**config.mk**
```make
export PLATFORM = sky130hd
export DESIGN_NAME = rnsh_queue
export DESIGN_NICKNAME = d
export VERILOG_FILES = /design/src/rnsh_pkg.sv /design/src/rnsh_queue.sv
export SDC_FILE = /design/constraint.sdc
export NUM_CORES = 1
export LEC_CHECK = 0
export BUFFER_PORTS_ARGS = -buffer_cell sky130_fd_sc_hd__buf_2
export CORE_MARGIN = 10
export CORE_UTILIZATION = 27
export DETAILED_ROUTE_END_ITERATION = 8
export PLACE_DENSITY_LB_ADDON = 0.15
export REMOVE_ABC_BUFFERS = 1
export SYNTH_ARGS = -nofsm -noshare
export SYNTH_HDL_FRONTEND = slang
export SYNTH_SLANG_ARGS = --single-unit
```
**constraint.sdc**
```tcl
create_clock -name clk -period 18.7 [get_ports clk]
set_input_delay 3.74 -clock clk [delete_from_list [all_inputs] [get_ports clk]]
set_output_delay 3.74 -clock clk [all_outputs]
set_load 0.02 [all_outputs]
```
**src/rnsh_pkg.sv**
```systemverilog
// Shared types, constants and helper functions of the ray nearest sphere hit unit.
package rnsh_pkg;

    localparam int MAX_SPHERES = 64;
    localparam int FRAC_BITS   = 16;
    localparam int IDX_W       = $clog2(MAX_SPHERES);
    localparam int CNT_W       = 7;
    localparam int ACC_W       = 50;
    localparam int SQ_ITERS    = 32;
    localparam int SQ_CNT_W    = $clog2(SQ_ITERS);
    localparam int QDEPTH      = 2;
    localparam int QPTR_W      = $clog2(QDEPTH);

    // outcome codes
    localparam logic [1:0] OUT_SKIP = 2'd0;
    localparam logic [1:0] OUT_HIT  = 2'd1;
    localparam logic [1:0] OUT_EXIT = 2'd2;

    localparam logic MODE_LOAD = 1'b0;
    localparam logic signed [7:0] OWNER_EXITED = -8'sd1;

    typedef struct packed {
        logic               mode;
        logic [5:0]         entry_index;
        logic signed [31:0] pos_x;
        logic signed [31:0] pos_y;
        logic signed [31:0] pos_z;
        logic signed [31:0] dir_x;
        logic signed [31:0] dir_y;
        logic signed [31:0] dir_z;
        logic [30:0]        sphere_radius;
        logic signed [7:0]  ray_owner;
        logic signed [31:0] prior_distance;
    } in_item_t;

    typedef struct packed {
        logic [1:0]         outcome;
        logic signed [7:0]  new_owner;
        logic signed [31:0] hit_distance;
    } result_t;

    typedef struct packed {
        logic signed [31:0] cx;
        logic signed [31:0] cy;
        logic signed [31:0] cz;
        logic [30:0]        radius;
    } sphere_t;

    typedef enum logic [1:0] {
        K_LOAD,
        K_SKIP,
        K_TEST
    } kind_t;

    typedef struct packed {
        kind_t    kind;
        in_item_t item;
    } qentry_t;

    typedef enum logic [3:0] {
        B_IDLE,
        B_READ,
        B_OC,
        B_MUL,
        B_PSAT,
        B_PP,
        B_DISC,
        B_SQRT,
        B_DIST
    } back_state_t;

    // saturate an accumulator value to 32 bits signed
    function automatic logic signed [31:0] sat32(input logic signed [ACC_W-1:0] v);
        logic signed [31:0] r;
        if (v > ACC_W'(signed'(32'h7fffffff)))
            r = 32'sh7fffffff;
        else if (v < ACC_W'(signed'(32'h80000000)))
            r = 32'sh80000000;
        else
            r = v[31:0];
        return r;
    endfunction

    // saturate a 33 bit difference to 32 bits signed
    function automatic logic signed [31:0] sat33(input logic signed [32:0] v);
        logic signed [31:0] r;
        if (v[32] != v[31])
            r = v[32] ? 32'sh80000000 : 32'sh7fffffff;
        else
            r = v[31:0];
        return r;
    endfunction

endpackage

```
**src/rnsh_queue.sv**
```systemverilog
// Short item queue between the front classifier and the back engine.
module rnsh_queue (
    input  logic              clk,
    input  logic              rst_n,
    input  logic              push,
    input  rnsh_pkg::qentry_t push_data,
    input  logic              pop,
    output rnsh_pkg::qentry_t head,
    output logic              full,
    output logic              empty
);

    rnsh_pkg::qentry_t              slots_reg [rnsh_pkg::QDEPTH];
    logic [rnsh_pkg::QPTR_W-1:0]    wr_ptr_reg;
    logic [rnsh_pkg::QPTR_W-1:0]    rd_ptr_reg;
    logic [rnsh_pkg::QPTR_W:0]      fill_reg;

    assign full  = (fill_reg == (rnsh_pkg::QPTR_W + 1)'(rnsh_pkg::QDEPTH));
    assign empty = (fill_reg == '0);
    assign head  = slots_reg[rd_ptr_reg];

    // pointers and fill level
    always_ff @(posedge clk or negedge rst_n)
    begin
        if (!rst_n)
        begin
            wr_ptr_reg <= '0;
            rd_ptr_reg <= '0;
            fill_reg   <= '0;
        end
        else
        begin
            if (push)
            begin
                wr_ptr_reg <= wr_ptr_reg + 1'b1;
            end
            if (pop)
            begin
                rd_ptr_reg <= rd_ptr_reg + 1'b1;
            end
            if (push && !pop)
            begin
                fill_reg <= fill_reg + 1'b1;
            end
            else if (pop && !push)
            begin
                fill_reg <= fill_reg - 1'b1;
            end
        end
    end

    // storage
    always_ff @(posedge clk)
    begin
        if (push)
        begin
            slots_reg[wr_ptr_reg] <= push_data;
        end
    end

endmodule

```
* Yosys cells after proc, flatten, opt, wreduce, memory -nomap -nowiden
Memory sizes are Yosys's and may differ from the RTL's.
Cells that the tools add are included.
** Word-level totals
- Register bits after elaboration :: 4
- RAM bits :: 544
- Input port bits :: 276
- Output and inout bits :: 274
- Logic and storage cells :: 19
- Memories :: 1
** Cells by class
- $add $sub $neg :: 4
- Equal/unequal tests :: 1
- Multiplexer cells :: 4
- Reductions and logical operators :: 6
** Memory list
- slots_reg :: depth 2, width 272, read ports 1, clocked after Yosys merged registers in 0, write ports 1, line rnsh_queue.sv:13 : rnsh_pkg::qentry_t slots_reg [rnsh_pkg::QDEPTH];
** Operator list (count)
- $mux W2 :: 2
- $add A1 B1 Y1 const B :: 2
- $add A2 B1 Y2 const B :: 1
- $eq A2 B2 Y1 const B :: 1
- $logic_and A1 B1 Y1 :: 2
- $logic_not A1 Y1 :: 2
- $logic_not A2 Y1 :: 1
- $mux W1 :: 2
- $reduce_bool A2 Y1 :: 1
- $sub A2 B1 Y2 const B :: 1

* Longest topological paths before layout
- Depth after elaboration :: 4
- Mapped depth :: 5
- Gate-level depth less buffers :: 5

* Worst setup path after synthesis
Ideal clock, no wire load.
- Kind :: input port to flip-flop
- Start point :: input port push
- End point :: memory slots_reg[0][0] (netlist bit) (enable)
- Library setup time :: 0.943 ns
- Arrival time :: 15.439 ns
- Data required time :: 17.757 ns
- Slack :: 2.318 ns
- Stages on the path :: 1
- Path buffers :: 0
- Cells stage by stage :: nor2b_1
** On the way
- Cells in the longest elaborated chain, start to end :: 2
** RTL lines
- from (decl) :: line rnsh_queue.sv:5 : input logic push,
- $mux W1 :: line rnsh_queue.sv:55 : if (push)
- $mux W1 (implied by the code) :: line rnsh_queue.sv:57 : slots_reg[wr_ptr_reg] <= push_data;
- to (decl) :: line rnsh_queue.sv:13
Every way passes these cells.

==> results.sh <==
export IMPL_rows=99
export IMPL_startpoint="rd_ptr_reg"
export IMPL_netlist_area_leader_share_pct=81.76
export IMPL_critPathMaxFanout=76
export IMPL_min_period_over_period_pct=37.22
export IMPL_r2r_setup_slack_ns=15.47
export IMPL_ys_seq_area_share_pct=82.26
export IMPL_cts_buffers=60
export IMPL_arrival_ns=3.22
export IMPL_outcome="finished, final reports clean"
export IMPL_finalSetupTns_ns=0
export IMPL_insertion_delay_ns=0.60
export IMPL_cts_tree="done"
export IMPL_syn_area_um2=19980
export IMPL_postCtsSetupBuffers=0
export IMPL_ys_warn_count=0
export IMPL_r2r_end="slots_reg[1][267]"
export IMPL_r2r_start="wr_ptr_reg"
export IMPL_ir_drop_uv=119.2
export IMPL_fin_crit_ns=6.960
export IMPL_die_w_um=292.0
export IMPL_io_buffers=549
export IMPL_skew_ns=0.009085
export IMPL_wl_met2_mm=27.03
export IMPL_ctsResizeCount=0
export IMPL_core_um2=73210
export IMPL_grt_max_degree=149
export IMPL_start_util_pct=27.29
export IMPL_ios=550
export IMPL_worstHoldPathCells=1
export IMPL_tightest_slew_ns=1.144
export IMPL_slew_headroom_pct=23.73
export IMPL_clockBufferDepth=3
export IMPL_final_util_pct=34.90
export IMPL_hold_buffers=0
export IMPL_ys_ff_latch=548
export IMPL_vias=10150
export IMPL_die_area_um2=85280
export IMPL_setup_violations=0
export IMPL_grt_first_pass_wirelength_mm=73.66
export IMPL_overflow=0
export IMPL_vias_per_cell=4.121
export IMPL_ctsHtreeMaxLevel=2
export IMPL_synth_cells=862
export IMPL_largest_reg_flops=544
export IMPL_clockRootBuffer="clkbuf_16"
export IMPL_cts_sinks=548
export IMPL_powerDensity_nw_per_um2=161.4
export IMPL_gp_congestion=0.7246
export IMPL_hpwlAfterDp_mm=36.00
export IMPL_worstHoldPathType="reg2reg"
export IMPL_clkSlewWorstSetupHoldPaths_ns=0.06
export IMPL_slowest_stage="buf_4"
export IMPL_final_layout_size_suffix_gt1_share_pct=61.46
export IMPL_maxSlewViolCount=0
export IMPL_layout_common_cells="549 x buf_2, 544 x edfxtp_1, 272 x mux2_2"
export IMPL_cp_end_kind="output port"
export IMPL_final_cells=2462
export IMPL_crit_path_max_incr_delay_ns=0.92
export IMPL_required_ns=14.96
export IMPL_hp_start="fill_reg[1]"
export IMPL_synth_cell_types=12
export IMPL_ant_nets=0
export IMPL_avgSynthCellArea_um2=23.18
export IMPL_hold_end="fill_reg[1]"
export IMPL_antenna_found_initial=15
export IMPL_firstDrtPassIters=4
export IMPL_dp_cells=2349
export IMPL_wire_per_inst_um=21.08
export IMPL_fmax_ghz=0.1437
export IMPL_drv_cap=0
export IMPL_hold_violations=0
export IMPL_synth_top_cell_by_area="edfxtp_1"
export IMPL_final_common_cell="buf_2"
export IMPL_dpl_cell_area_um2=23640
export IMPL_wl_met3_mm=4.277
export IMPL_nFillCells=7091
export IMPL_nNetsFinal=1729
export IMPL_drt_wl_total_mm=51.90
export IMPL_r2r_cells=3
export IMPL_fin_area_um2=25550
export IMPL_grt_total_usage_pct=11.53
export IMPL_rsz0062_at_grt="no"
export IMPL_dr_max_layer_used="met5"
export IMPL_leakage_nw=9.425
export IMPL_area_growth_pct=27.89
export IMPL_die_height_um=292.0
export IMPL_start_kind="register"
export IMPL_drt_initial_drc_count=544
export IMPL_worstSetupPathType="reg2out"
export IMPL_path_cells="buf_4 -> mux2_2 -> buf_2"
export IMPL_met1_length_mm=19.35
export IMPL_grt_pass1_vias=10980
export IMPL_drc_errors=0
export IMPL_yosys_top_cells_area="edfxtp_1 82%, mux2_2 15%, clkbuf_8 1.6%"
==> worst max path at each step <==
stage | end | slack, ns
3_5_place_dp | slots_reg[1][16] | 11.97
4_1_cts | head[42] | 11.64
2_1_floorplan | slots_reg[0][0] | 2.32
6_report | head[65] | 11.74
3_3_place_gp | slots_reg[1][108] | 11.99
5_1_grt | head[42] | 11.54
==> layer usage <==
metal | vias to the layer above | GRT usage [%]
met5 | - | 0
li1 | 4649 | -
met3 | 87 | 4.606
met2 | 348 | 20.91
met1 | 5046 | 12.18
met4 | 16 | 3.231
==> where the power goes <==
group / switching [mW] / leakage (nW) / internal (mW)
registers: 0.0666 / 5.15 / 1.63
logic: 0.814 / 3.33 / 0.471
clock network: 0.465 / 0.940 / 0.677
==> area by class of cell <==
class	instances	area, um2	share of cell area [%]
flip-flops and latches	548	16440	64.34
inverters	1	3.754	0.01469
diodes	6	15.01	0.05876
well taps	959	1200	4.696
multi-input cells	283	3156	12.35
repair buffers	558	2840	11.12
clock inverters	33	322.8	1.263
clock buffers	74	1575	6.165
==> cells in the mapped netlist <==
master and number:
nor2_1 2, xor2_1 4, buf_6 7, mux2_2 272
nor2b_1 2, dfrtp_1 4, xnor2_1 1, and2_1 1
edfxtp_1 544, inv_1 1, clkbuf_8 23, ha_1 1
==> critical path, delay by kind of cell (launching register included) <==
kind	cells	cell delay [ns]
buffers and inverters	2	1.09
DFF	1	0.90
muxes	1	0.46
==> stage by stage <==
step	worst slack (ns)	hold WS (ns)	power (mW)
floorplan	2.318	0.4555	2.702
detailed placement	11.97	0.4898	3.050
CTS	11.64	0.5046	4.220
global route	11.54	0.5167	4.330
global placement	11.99	0.4910	3.041
finish	11.74	0.5041	4.124
==> cell families (layout without fill, tap and decap cells) <==
kind of cell | count (synthesis) | count (layout) | synth area share, %
xor+xnor | 5 | 5 | 0.2192
fa+ha+maj | 1 | 1 | 0.06261
buf+inv | 31 | 666 | 1.998
flops | 548 | 548 | 82.26
mux | 272 | 272 | 15.33
other cells | 0 | 6 | 0
simple gates | 5 | 5 | 0.1315
Power figures use the tool's default switching activity.
