--- src/rnsh_pkg.sv ---
// Shared types, constants and helper functions of the ray nearest sphere hit unit.
package rnsh_pkg;

    localparam int MAX_SPHERES = 64;
    localparam int FRAC_BITS   = 16;
    localparam int IDX_W       = $clog2(MAX_SPHERES);
    localparam int CNT_W       = 7;
    localparam int ACC_W       = 50;
    localparam int SQ_ITERS    = 32;
    localparam int SQ_CNT_W    = $clog2(SQ_ITERS);
    localparam int QDEPTH      = 2;
    localparam int QPTR_W      = $clog2(QDEPTH);

    // outcome codes
    localparam logic [1:0] OUT_SKIP = 2'd0;
    localparam logic [1:0] OUT_HIT  = 2'd1;
    localparam logic [1:0] OUT_EXIT = 2'd2;

    localparam logic MODE_LOAD = 1'b0;
    localparam logic signed [7:0] OWNER_EXITED = -8'sd1;

    typedef struct packed {
        logic               mode;
        logic [5:0]         entry_index;
        logic signed [31:0] pos_x;
        logic signed [31:0] pos_y;
        logic signed [31:0] pos_z;
        logic signed [31:0] dir_x;
        logic signed [31:0] dir_y;
        logic signed [31:0] dir_z;
        logic [30:0]        sphere_radius;
        logic signed [7:0]  ray_owner;
        logic signed [31:0] prior_distance;
    } in_item_t;

    typedef struct packed {
        logic [1:0]         outcome;
        logic signed [7:0]  new_owner;
        logic signed [31:0] hit_distance;
    } result_t;

    typedef struct packed {
        logic signed [31:0] cx;
        logic signed [31:0] cy;
        logic signed [31:0] cz;
        logic [30:0]        radius;
    } sphere_t;

    typedef enum logic [1:0] {
        K_LOAD,
        K_SKIP,
        K_TEST
    } kind_t;

    typedef struct packed {
        kind_t    kind;
        in_item_t item;
    } qentry_t;

    typedef enum logic [3:0] {
        B_IDLE,
        B_READ,
        B_OC,
        B_MUL,
        B_PSAT,
        B_PP,
        B_DISC,
        B_SQRT,
        B_DIST
    } back_state_t;

    // saturate an accumulator value to 32 bits signed
    function automatic logic signed [31:0] sat32(input logic signed [ACC_W-1:0] v);
        logic signed [31:0] r;
        if (v > ACC_W'(signed'(32'h7fffffff)))
            r = 32'sh7fffffff;
        else if (v < ACC_W'(signed'(32'h80000000)))
            r = 32'sh80000000;
        else
            r = v[31:0];
        return r;
    endfunction

    // saturate a 33 bit difference to 32 bits signed
    function automatic logic signed [31:0] sat33(input logic signed [32:0] v);
        logic signed [31:0] r;
        if (v[32] != v[31])
            r = v[32] ? 32'sh80000000 : 32'sh7fffffff;
        else
            r = v[31:0];
        return r;
    endfunction

endpackage

--- src/rnsh_front.sv ---
// Front part: sphere count register, item acceptance and classification.
module rnsh_front (
    input  logic                        clk,
    input  logic                        rst_n,
    input  logic                        start,
    input  rnsh_pkg::in_item_t          item,
    input  logic                        cfg_we,
    input  logic [rnsh_pkg::CNT_W-1:0]  cfg_wdata,
    input  logic                        q_full,
    output logic                        busy,
    output logic                        q_push,
    output rnsh_pkg::qentry_t           q_data,
    output logic [rnsh_pkg::CNT_W-1:0]  active_count
);

    logic [rnsh_pkg::CNT_W-1:0] count_reg;
    logic                       skip;

    always_ff @(posedge clk or negedge rst_n)
    begin
        if (!rst_n)
        begin
            count_reg <= '0;
        end
        else if (cfg_we)
        begin
            count_reg <= cfg_wdata;
        end
    end

    // clamp to the table size
    assign active_count = (count_reg > rnsh_pkg::CNT_W'(rnsh_pkg::MAX_SPHERES))
                        ? rnsh_pkg::CNT_W'(rnsh_pkg::MAX_SPHERES) : count_reg;

    // exited rays and rays inside an in-use sphere pass through
    assign skip = (item.ray_owner == rnsh_pkg::OWNER_EXITED)
               || (!item.ray_owner[7] && (item.ray_owner[6:0] < active_count));

    assign busy   = q_full;
    assign q_push = start && !q_full;

    always_comb
    begin
        q_data.item = item;
        if (item.mode == rnsh_pkg::MODE_LOAD)
            q_data.kind = rnsh_pkg::K_LOAD;
        else if (skip)
            q_data.kind = rnsh_pkg::K_SKIP;
        else
            q_data.kind = rnsh_pkg::K_TEST;
    end

endmodule

--- config.mk ---
export PLATFORM = sky130hd
export DESIGN_NAME = rnsh_front
export DESIGN_NICKNAME = d
export VERILOG_FILES = /design/src/rnsh_pkg.sv /design/src/rnsh_front.sv
export SDC_FILE = /design/constraint.sdc
export NUM_CORES = 1
export LEC_CHECK = 0
export ABC_AREA = 1
export BUFFER_PORTS_ARGS = -buffer_cell sky130_fd_sc_hd__buf_2
export CAP_MARGIN = 15
export CORE_AREA = 2 2 217 219
export CTS_CLUSTER_DIAMETER = 80
export DETAILED_ROUTE_END_ITERATION = 10
export DIE_AREA = 0 0 219 221
export SLEW_MARGIN = 20
export SYNTH_ARGS = -nofsm -noshare
export SYNTH_HDL_FRONTEND = slang
export SYNTH_SLANG_ARGS = --single-unit
--- constraint.sdc ---
create_clock -name clk -period 1.7 [get_ports clk]
set_input_delay 0.17 -clock clk [delete_from_list [all_inputs] [get_ports clk]]
set_output_delay 0.17 -clock clk [all_outputs]
set_load 0.01 [all_outputs]
After elaboration in Yosys (flattened, before gate mapping)
Index checks and enable logic that the tools add are counted.
{"block": "classes", "magnitude_cmp": 2, "eq_ne": 1, "mux": 3, "n_reduce_logical": 5}
{"operator": "8-bit by 1-bit equality test with 1-bit output (second input constant)", "n": 1}
{"operator": "7-bit > comparator (second input constant)", "n": 1}
{"operator": "7-bit less-than comparator", "n": 1}
{"operator": "7-bit 2-to-1 mux", "n": 1}
{"operator": "2-bit 2-to-1 mux", "n": 2}
{"operator": "1-bit logical AND", "n": 2}
{"operator": "1-bit logical NOT", "n": 2}
{"operator": "1-bit logical OR", "n": 1}
{"block": "totals", "register_bits": 7, "out_inout_bits": 281, "word_cells": 12}

Depth between registers and ports, before layout
Gate-level depths: netlist (run 1).
{"block": "depth", "depth_word": 7, "ltp_mapped": 13, "depth_no_buf": 13}

Worst setup path after synthesis (run 1)
No wires, ideal clock.
{"block": "synth_path", "kind": "flip-flop to output port", "start": "register count_reg[6] in the netlist's numbering", "end": "output q_data[271] in the netlist's numbering", "arrival_ps": 1602, "required_time_ps": 1530, "slack_ps": -72, "path_stages_with_launch": 13, "n_path_buf": 1, "path_cell_list": "dfrtp_1 -> buf_6 -> nor2_1 -> inv_1 -> ha_1 -> nand2_1 -> inv_2 -> nand2_1 -> nor2_1 -> nor2_2 -> nand2_2 -> nand2_1 -> nor2_1"}
{"item": "from (decl)", "line": "rnsh_front.sv:16", "rtl": "logic [rnsh_pkg::CNT_W-1:0] count_reg;"}
{"item": "from (signal assigned)", "line": "rnsh_front.sv:27", "rtl": "count_reg <= cfg_wdata;"}
{"item": "to (decl)", "line": "rnsh_front.sv:12", "rtl": "output rnsh_pkg::qentry_t q_data,"}

==> summary.md, run 1 <==
| Metric | Value |
|---|---|
| Post-Synth Adder-Cell Area | 2.89% |
| Critical Path Fanout Max | 2 |
| Post-route clock period utilization | 114% |
| Area grow syn2layout | -31.6% |
| Placed instance count | 734 |
| P_leak | 0.599 nW |
| Core Area | 46100 um^2 |
| Overflow after GRT | 0 |
| Slew HR | 86.1% |
| Final GP Congestion | 0.691 |
| Flop and latch count out of synthesis | 7 |
| Root buffer cell | clkbuf_16 |
| Drt wl/cell | 15.1 um |
| Die W | 219 um |
| Final HPWL DP | 10200 um |
| Setup CP Type | reg2out |
| Syn nets | 643 |
| Syn_area_per_cell | 7.32 um^2 |
| Fillers | 5537 |
| Multi-input logic area | 343 um^2 |
| Hold Slack | 148 ps |
| Clk pin slew, worst setup/hold paths | 40 ps |
| Worst-Skew Late Latency | 230 ps |
| Total track usage | 4.42% |
| Max frequency | 515 MHz |
| Vias in the first global route | 1269 |
| Tmin final | 1940 ps |
| RSZ-0062 raised after global routing | true |
| Failing checks | negative setup slack |
| Final Instance Count excl. Fillers | 750 |
| Cell variety after synth | 18 |
| H-tree depth | 1 |
| CTS buffer count | 3 |
| Synth Cell Area | 2600 um^2 |
| DR iter-0 viols | 31 |
| CTS tree | yes |
| Final setup skew | 0 ps |
| Routed wire length | 11400 um |
| Final Slew Violations | 0 |
| Port bufs | 40 |
| Final hold violations | 0 |
| Critical path capture point type | primary output |
| Die Area | 48400 um^2 |
| Initial antenna violation count | 5 |
| Clk sinks | 7 |
| Worst setup SP type | register |
| Tightest Pin Transition | 208 ps |
| Initial Util | 5.64% |
| Net count, final | 430 |
| Final ANT Viol Nets | 0 |
| Post-Syn Instances | 355 |
| Compound-Gate Fraction of Synth Area | 1.69% |
| Mux contribution to synthesized area | 0.434% |
| Fin util | 3.86% |
| Pwr dens | 497 nW/um^2 |
| Row count | 79 |
| Largest family of logic cells by synthesized area | buffers and inverters |
| Via-per-instance ratio | 1.57 |
| Worst setup margin | -242 ps |
| Largest net degree at the start of global routing | 14 |
| Yosys warning total | 0 |
| Max cap viols | 0 |
| DRC violations left | 0 |
| Die Height | 221 um |
| Clk buf depth | 2 |
| Io pins | 563 |
| Maximum VDD drop | 0.264 mV |
| Sequential area share after synthesis | 6.74% |
| Post-synthesis simple-gate area fraction | 6.60% |
| Setup violators final | 3 |
| Run status | finished, violations left |
| Drt first pass iters | 2 |
| Worst Hold Class | in2reg |
| First-pass GRT wire length | 13100 um |
| Critical Path RT | 1530 ps |
| CP arrival | 1770 ps |
| Synth Area in XOR/XNOR | 0% |
| Via Count | 1178 |
| Reg area | 176 um^2 |
| Number of flip-flops in the largest register | 7 |
| Pwr Total | 0.884 mW |
| Ratio of cells with drive above 1 in the final layout | 54.6% |
-- what timing repair did --
action	in CTS	in global routing
hold buffers	1	0
cloned	0	0
pin swaps	6	7
endpoints found under the setup margin	2	3
gates resized for setup	10	8
endpoints found under the hold margin	7	0
setup buffers	7	2
-- logic make-up after synthesis --
kind of cell    after synthesis
compound gates                8
simple gates                 41
mux                           1
flops                         7
buf+inv                     292
fa+ha+maj                     6
-- metal layers --
layer / up-vias / track usage [%] / share of wire (%)
met5: - / 0 / 0.23
met3: 124 / 6.65 / 31
met2: 273 / 6.41 / 43
met4: 4 / 4.42 / 11
li1: 369 / - / -
met1: 408 / 1.81 / 15
-- area by class of cell --
| class | count | share of cell area [%] |
|---|---|---|
| Sequential cell | 7 | 9.93 |
| Multi-Input combinational cell | 56 | 19.3 |
| Tap cell | 607 | 42.7 |
| Inverter | 18 | 3.94 |
| Clock buffer | 4 | 4.44 |
| Antenna cell | 2 | 0.282 |
| Timing Repair Buffer | 56 | 19.4 |
-- critical path, cell delays in order (launching register included) --
cell	delay [ps]
dfrtp_1	350
buf_4	110
inv_1	40
nor2_1	170
inv_1	70
ha_1	270
nand2_1	40
nor2_1	90
nand2_1	70
nand2_2	90
nand2_2	50
nor2_2	70
buf_2	120
-- cell usage in the layout, fill, tap and decap left out, drive strengths merged --
cell	Yosys	final
nand3	2	2
diode	0	2
nand4	1	1
nor2	15	15
a21oi	2	2
mux2	1	1
inv	18	18
buf	272	55
nand2	23	23
clkbuf	2	4
dlygate4sd3	0	1
dfrtp	7	7
ha	6	6
o21ai	6	6
-- through the flow --
step,setup WS [ps],instance area [um^2],TNS (ps)
2_1_floorplan,23.5,2600,0
3_3_place_gp,-3.65,1550,-3.65
3_5_place_dp,-26.9,1550,-32.7
4_1_cts,-258,1720,-588
5_1_grt,-363,1770,-1020
6_report,-242,1780,-665
-- final timing paths --
check | start | to | slack (ps) | cells after the start
worst max-delay path | count_reg[3]$_DFFE_PN0P_ | q_data[271] | -240 | 12
worst min-delay path | cfg_wdata[4] | count_reg[4]$_DFFE_PN0P_ | 150 | 3
worst max register to register | count_reg[2]$_DFFE_PN0P_ | count_reg[2]$_DFFE_PN0P_ | 680 | 3
worst min register to register | count_reg[4]$_DFFE_PN0P_ | count_reg[4]$_DFFE_PN0P_ | 550 | 2
max in group asynchronous | rst_n | count_reg[6]$_DFFE_PN0P_ | 1180 | 2
min in group asynchronous | rst_n | count_reg[2]$_DFFE_PN0P_ | 340 | 2
-- power breakdown --
group / internal, mW / switching [mW] / total [mW]
registers: 0.183 / 0.0127 / 0.196
logic: 0.145 / 0.142 / 0.287
clock network: 0.312 / 0.0887 / 0.401
total: 0.640 / 0.244 / 0.884
-- Yosys cell counts, drive strengths merged --
library cell / n / area [um^2]
o21ai: 6 / 30.0
nand2: 23 / 88.8
clkbuf: 2 / 7.51
nor2: 15 / 66.3
mux2: 1 / 11.3
buf: 272 / 2050
inv: 18 / 67.6
dfrtp: 7 / 175
nand3: 2 / 10.0
nand4: 1 / 6.26
a21oi: 2 / 13.8
ha: 6 / 75.1
(Power assumes the default switching activity.)
==> run 2, diff against run 1 <==
PLACE_DENSITY = 0.3   (was not set)
==> run 2 against run 1 <==
Against the previous run: the run still ends with negative setup slack left; final cell count shrank 0.67%; global-route usage shrank 0.22 points; hold slack gained 15 ps; combinational power shrank 2%; sequential share of layout area grew 0.19 points; first-iteration DRC count shrank 6.5%; non-clock buffer count shrank 4; design area shrank 1.8%; maximum frequency shrank 1.0%; clock-buffer cell count is the same; total power shrank 0.11%; critical path type unchanged; critical endpoint unchanged; largest power group unchanged; highest routed layer unchanged.
==> summary.md, run 2 (same netlist as run 1, synthesis figures left out) <==
| Metric | Value |
|---|---|
| Ratio of cells with drive above 1 in the final layout | 54.7% (+0.13 points) |
| Final hold violations | 0 (unchanged) |
| Drt wl/cell | 14.4 um (-5.2%) |
| Vias in the first global route | 1301 (+2.5%) |
| Initial antenna violation count | 6 (+1) |
| Critical Path Fanout Max | 8 (+6) |
| Most frequent cells in the layout | 40 x buf_2, 20 x nand2_1, 14 x inv_1, 11 x buf_4, 7 x nor2_1 |
| Clk sinks | 7 (unchanged) |
| Run status | finished, violations left |
| Pwr Total | 0.883 mW (-0.11%) |
| Final setup skew | 0 ps (unchanged) |
| Pwr dens | 506 nW/um^2 (+1.7%) |
| Root buffer cell | clkbuf_16 |
| Die Area | 48400 um^2 (unchanged) |
| Crit path from | count_reg[6]$_DFFE_PN0P_ |
| Failing checks | negative setup slack |
| Commonest non-fill, non-tap cell in the layout | buf_2 |
| Row count | 79 (unchanged) |
| H-tree depth | 1 (unchanged) |
| Critical Path RT | 1530 ps (about the same) |
| Worst setup margin | -262 ps (-20.0 ps) |
| Overflow after GRT | 0 (unchanged) |
| Max frequency | 510 MHz (-1.0%) |
| RSZ-0062 raised after global routing | true |
| Via-per-instance ratio | 1.59 (+1.5%) |
| Worst reg-to-reg path cell count | 3 (unchanged) |
| Placement Cell Area | 1580 um^2 (+1.9%) |
| Routed wire length | 10700 um (-5.8%) |
| Critical hold path startpoint | cfg_wdata[0] |
| Worst setup SP type | register |
| Core Area | 46100 um^2 (unchanged) |
| Clk buf depth | 2 (unchanged) |
| Worst Hold Class | in2reg |
| Max cap viols | 0 (unchanged) |
| Pre-CTS WS | -119 ps (-92.0 ps) |
| Post-Route Setup TNS | -503 ps (+162 ps) |
| Tightest Pin Transition | 251 ps (+43.0 ps) |
| First-pass GRT wire length | 12800 um (-2.6%) |
| R2r setup slk | 800 ps (+120 ps) |
| Post-route clock period utilization | 115% (+1.2 points) |
| Slew HR | 83.4% (-2.8 points) |
| Setup violators final | 2 (-1) |
| P_leak | 0.577 nW (-3.7%) |
| Final ANT Viol Nets | 0 (unchanged) |
| CP arrival | 1790 ps (+20 ps) |
| Worst-Skew Late Latency | 230 ps (about the same) |
| DR iter-0 viols | 29 (-6.5%) |
| Number of flip-flops in the largest register | 7 (unchanged) |
| Largest net degree at the start of global routing | 14 (unchanged) |
| Die Height | 221 um (unchanged) |
| Initial Util | 5.64% (unchanged) |
| Maximum VDD drop | 0.221 mV (-16%) |
| Clk pin slew, worst setup/hold paths | 40 ps (about the same) |
| CTS buffer count | 3 (unchanged) |
| CTS tree | yes |
| Io pins | 563 (unchanged) |
| Critical path capture point type | primary output |
| Final HPWL DP | 9410 um (-7.4%) |
| Die W | 219 um (unchanged) |
| Port bufs | 40 (unchanged) |
| Worst setup path end | q_data[271] |
| Area grow syn2layout | -32.9% |
| Total track usage | 4.19% (-0.22 points) |
| Worst r2r src | count_reg[6]$_DFFE_PN0P_ |
| Design Area, Final | 1740 um^2 (-1.8%) |
| DRC violations left | 0 (unchanged) |
| Final GP Congestion | 0.555 (-20%) |
| Setup CP Type | reg2out |
| Final Slew Violations | 0 (unchanged) |
| Net count, final | 426 (-0.93%) |
| Via Count | 1188 (+0.85%) |
| Drt first pass iters | 3 (+1) |
| Reg2reg end | count_reg[6]$_DFFE_PN0P_ |
| Tmin final | 1960 ps (+20.0 ps) |
-- run 2: cell types whose count changed in the layout (fill, tap and decap cells not counted), moves of 2 or more --
cell / previous run / this run
buf_6: 5 / 0
inv_2: 2 / 4
nand2_2: 5 / 3
nor2_1: 9 / 7
nor2_4: 2 / 4
nand2_1: 18 / 20
-- run 2: area by class of cell --
type                       count  area [um^2]
sequential                     7          176
antenna                        1         2.50
tap                          607          759
multi-input combinational     56          367
timing repair buffer          52          293
clock buffer                   4         78.8
inverter                      18         67.6
fill                        5539        44300
-- run 2: per-stage QoR --
step,util (%),std cells,hold slack [ps]
after floorplan,-,355,-126
after global placement,3.44,738,18.5
after detailed placement,3.44,738,22.7
after CTS,3.75,744,162
after global routing,3.78,744,191
final,3.79,745,163
-- run 2: worst min path at each step --
stage                               endpoint  slack (ps)  cells past startpoint
finish              count_reg[0]$_DFFE_PN0P_         160                      3
global placement    count_reg[1]$_DFFE_PN0P_          20                      1
detailed placement  count_reg[1]$_DFFE_PN0P_          20                      1
CTS                 count_reg[0]$_DFFE_PN0P_         160                      3
floorplan           count_reg[0]$_DFFE_PN0P_        -130                      0
global route        count_reg[2]$_DFFE_PN0P_         190                      2
-- run 2: per-layer routing --
layer | global-route usage, % | routed length, um | up-vias | share of wire (%)
met3 | 4.49 | 2500 | 139 | 23
met2 | 4.92 | 3720 | 256 | 35
li1 | - | - | 360 | -
met1 | 3.20 | 2840 | 429 | 27
met5 | 0 | 32 | - | 0.30
met4 | 5.67 | 1600 | 4 | 15
-- run 2: where the power goes --
part | internal (mW) | switching (mW) | total, mW
sequential | 0.183 | 0.0150 | 0.198
clock | 0.312 | 0.0923 | 0.405
combinational | 0.122 | 0.158 | 0.280
-- run 2: what timing repair did --
| action | in CTS | in global routing |
|---|---|---|
| pin swaps | 4 | 2 |
| endpoints found under the setup margin | 2 | 2 |
| hold buffers | 1 | 0 |
| resized for setup | 11 | 4 |
| buffers inserted | 1 | 0 |
| hold endpoints to repair | 7 | 0 |
-- run 2: critical path, stage by stage, from the launching register on --
cell	delay (ps)
dfrtp_2	480
nor2_4	150
inv_2	50
ha_4	250
nand2_2	50
inv_2	50
nand2_1	40
nor2_1	110
nor2_2	50
nand2_2	70
nand2_1	60
nor2_2	70
buf_2	130
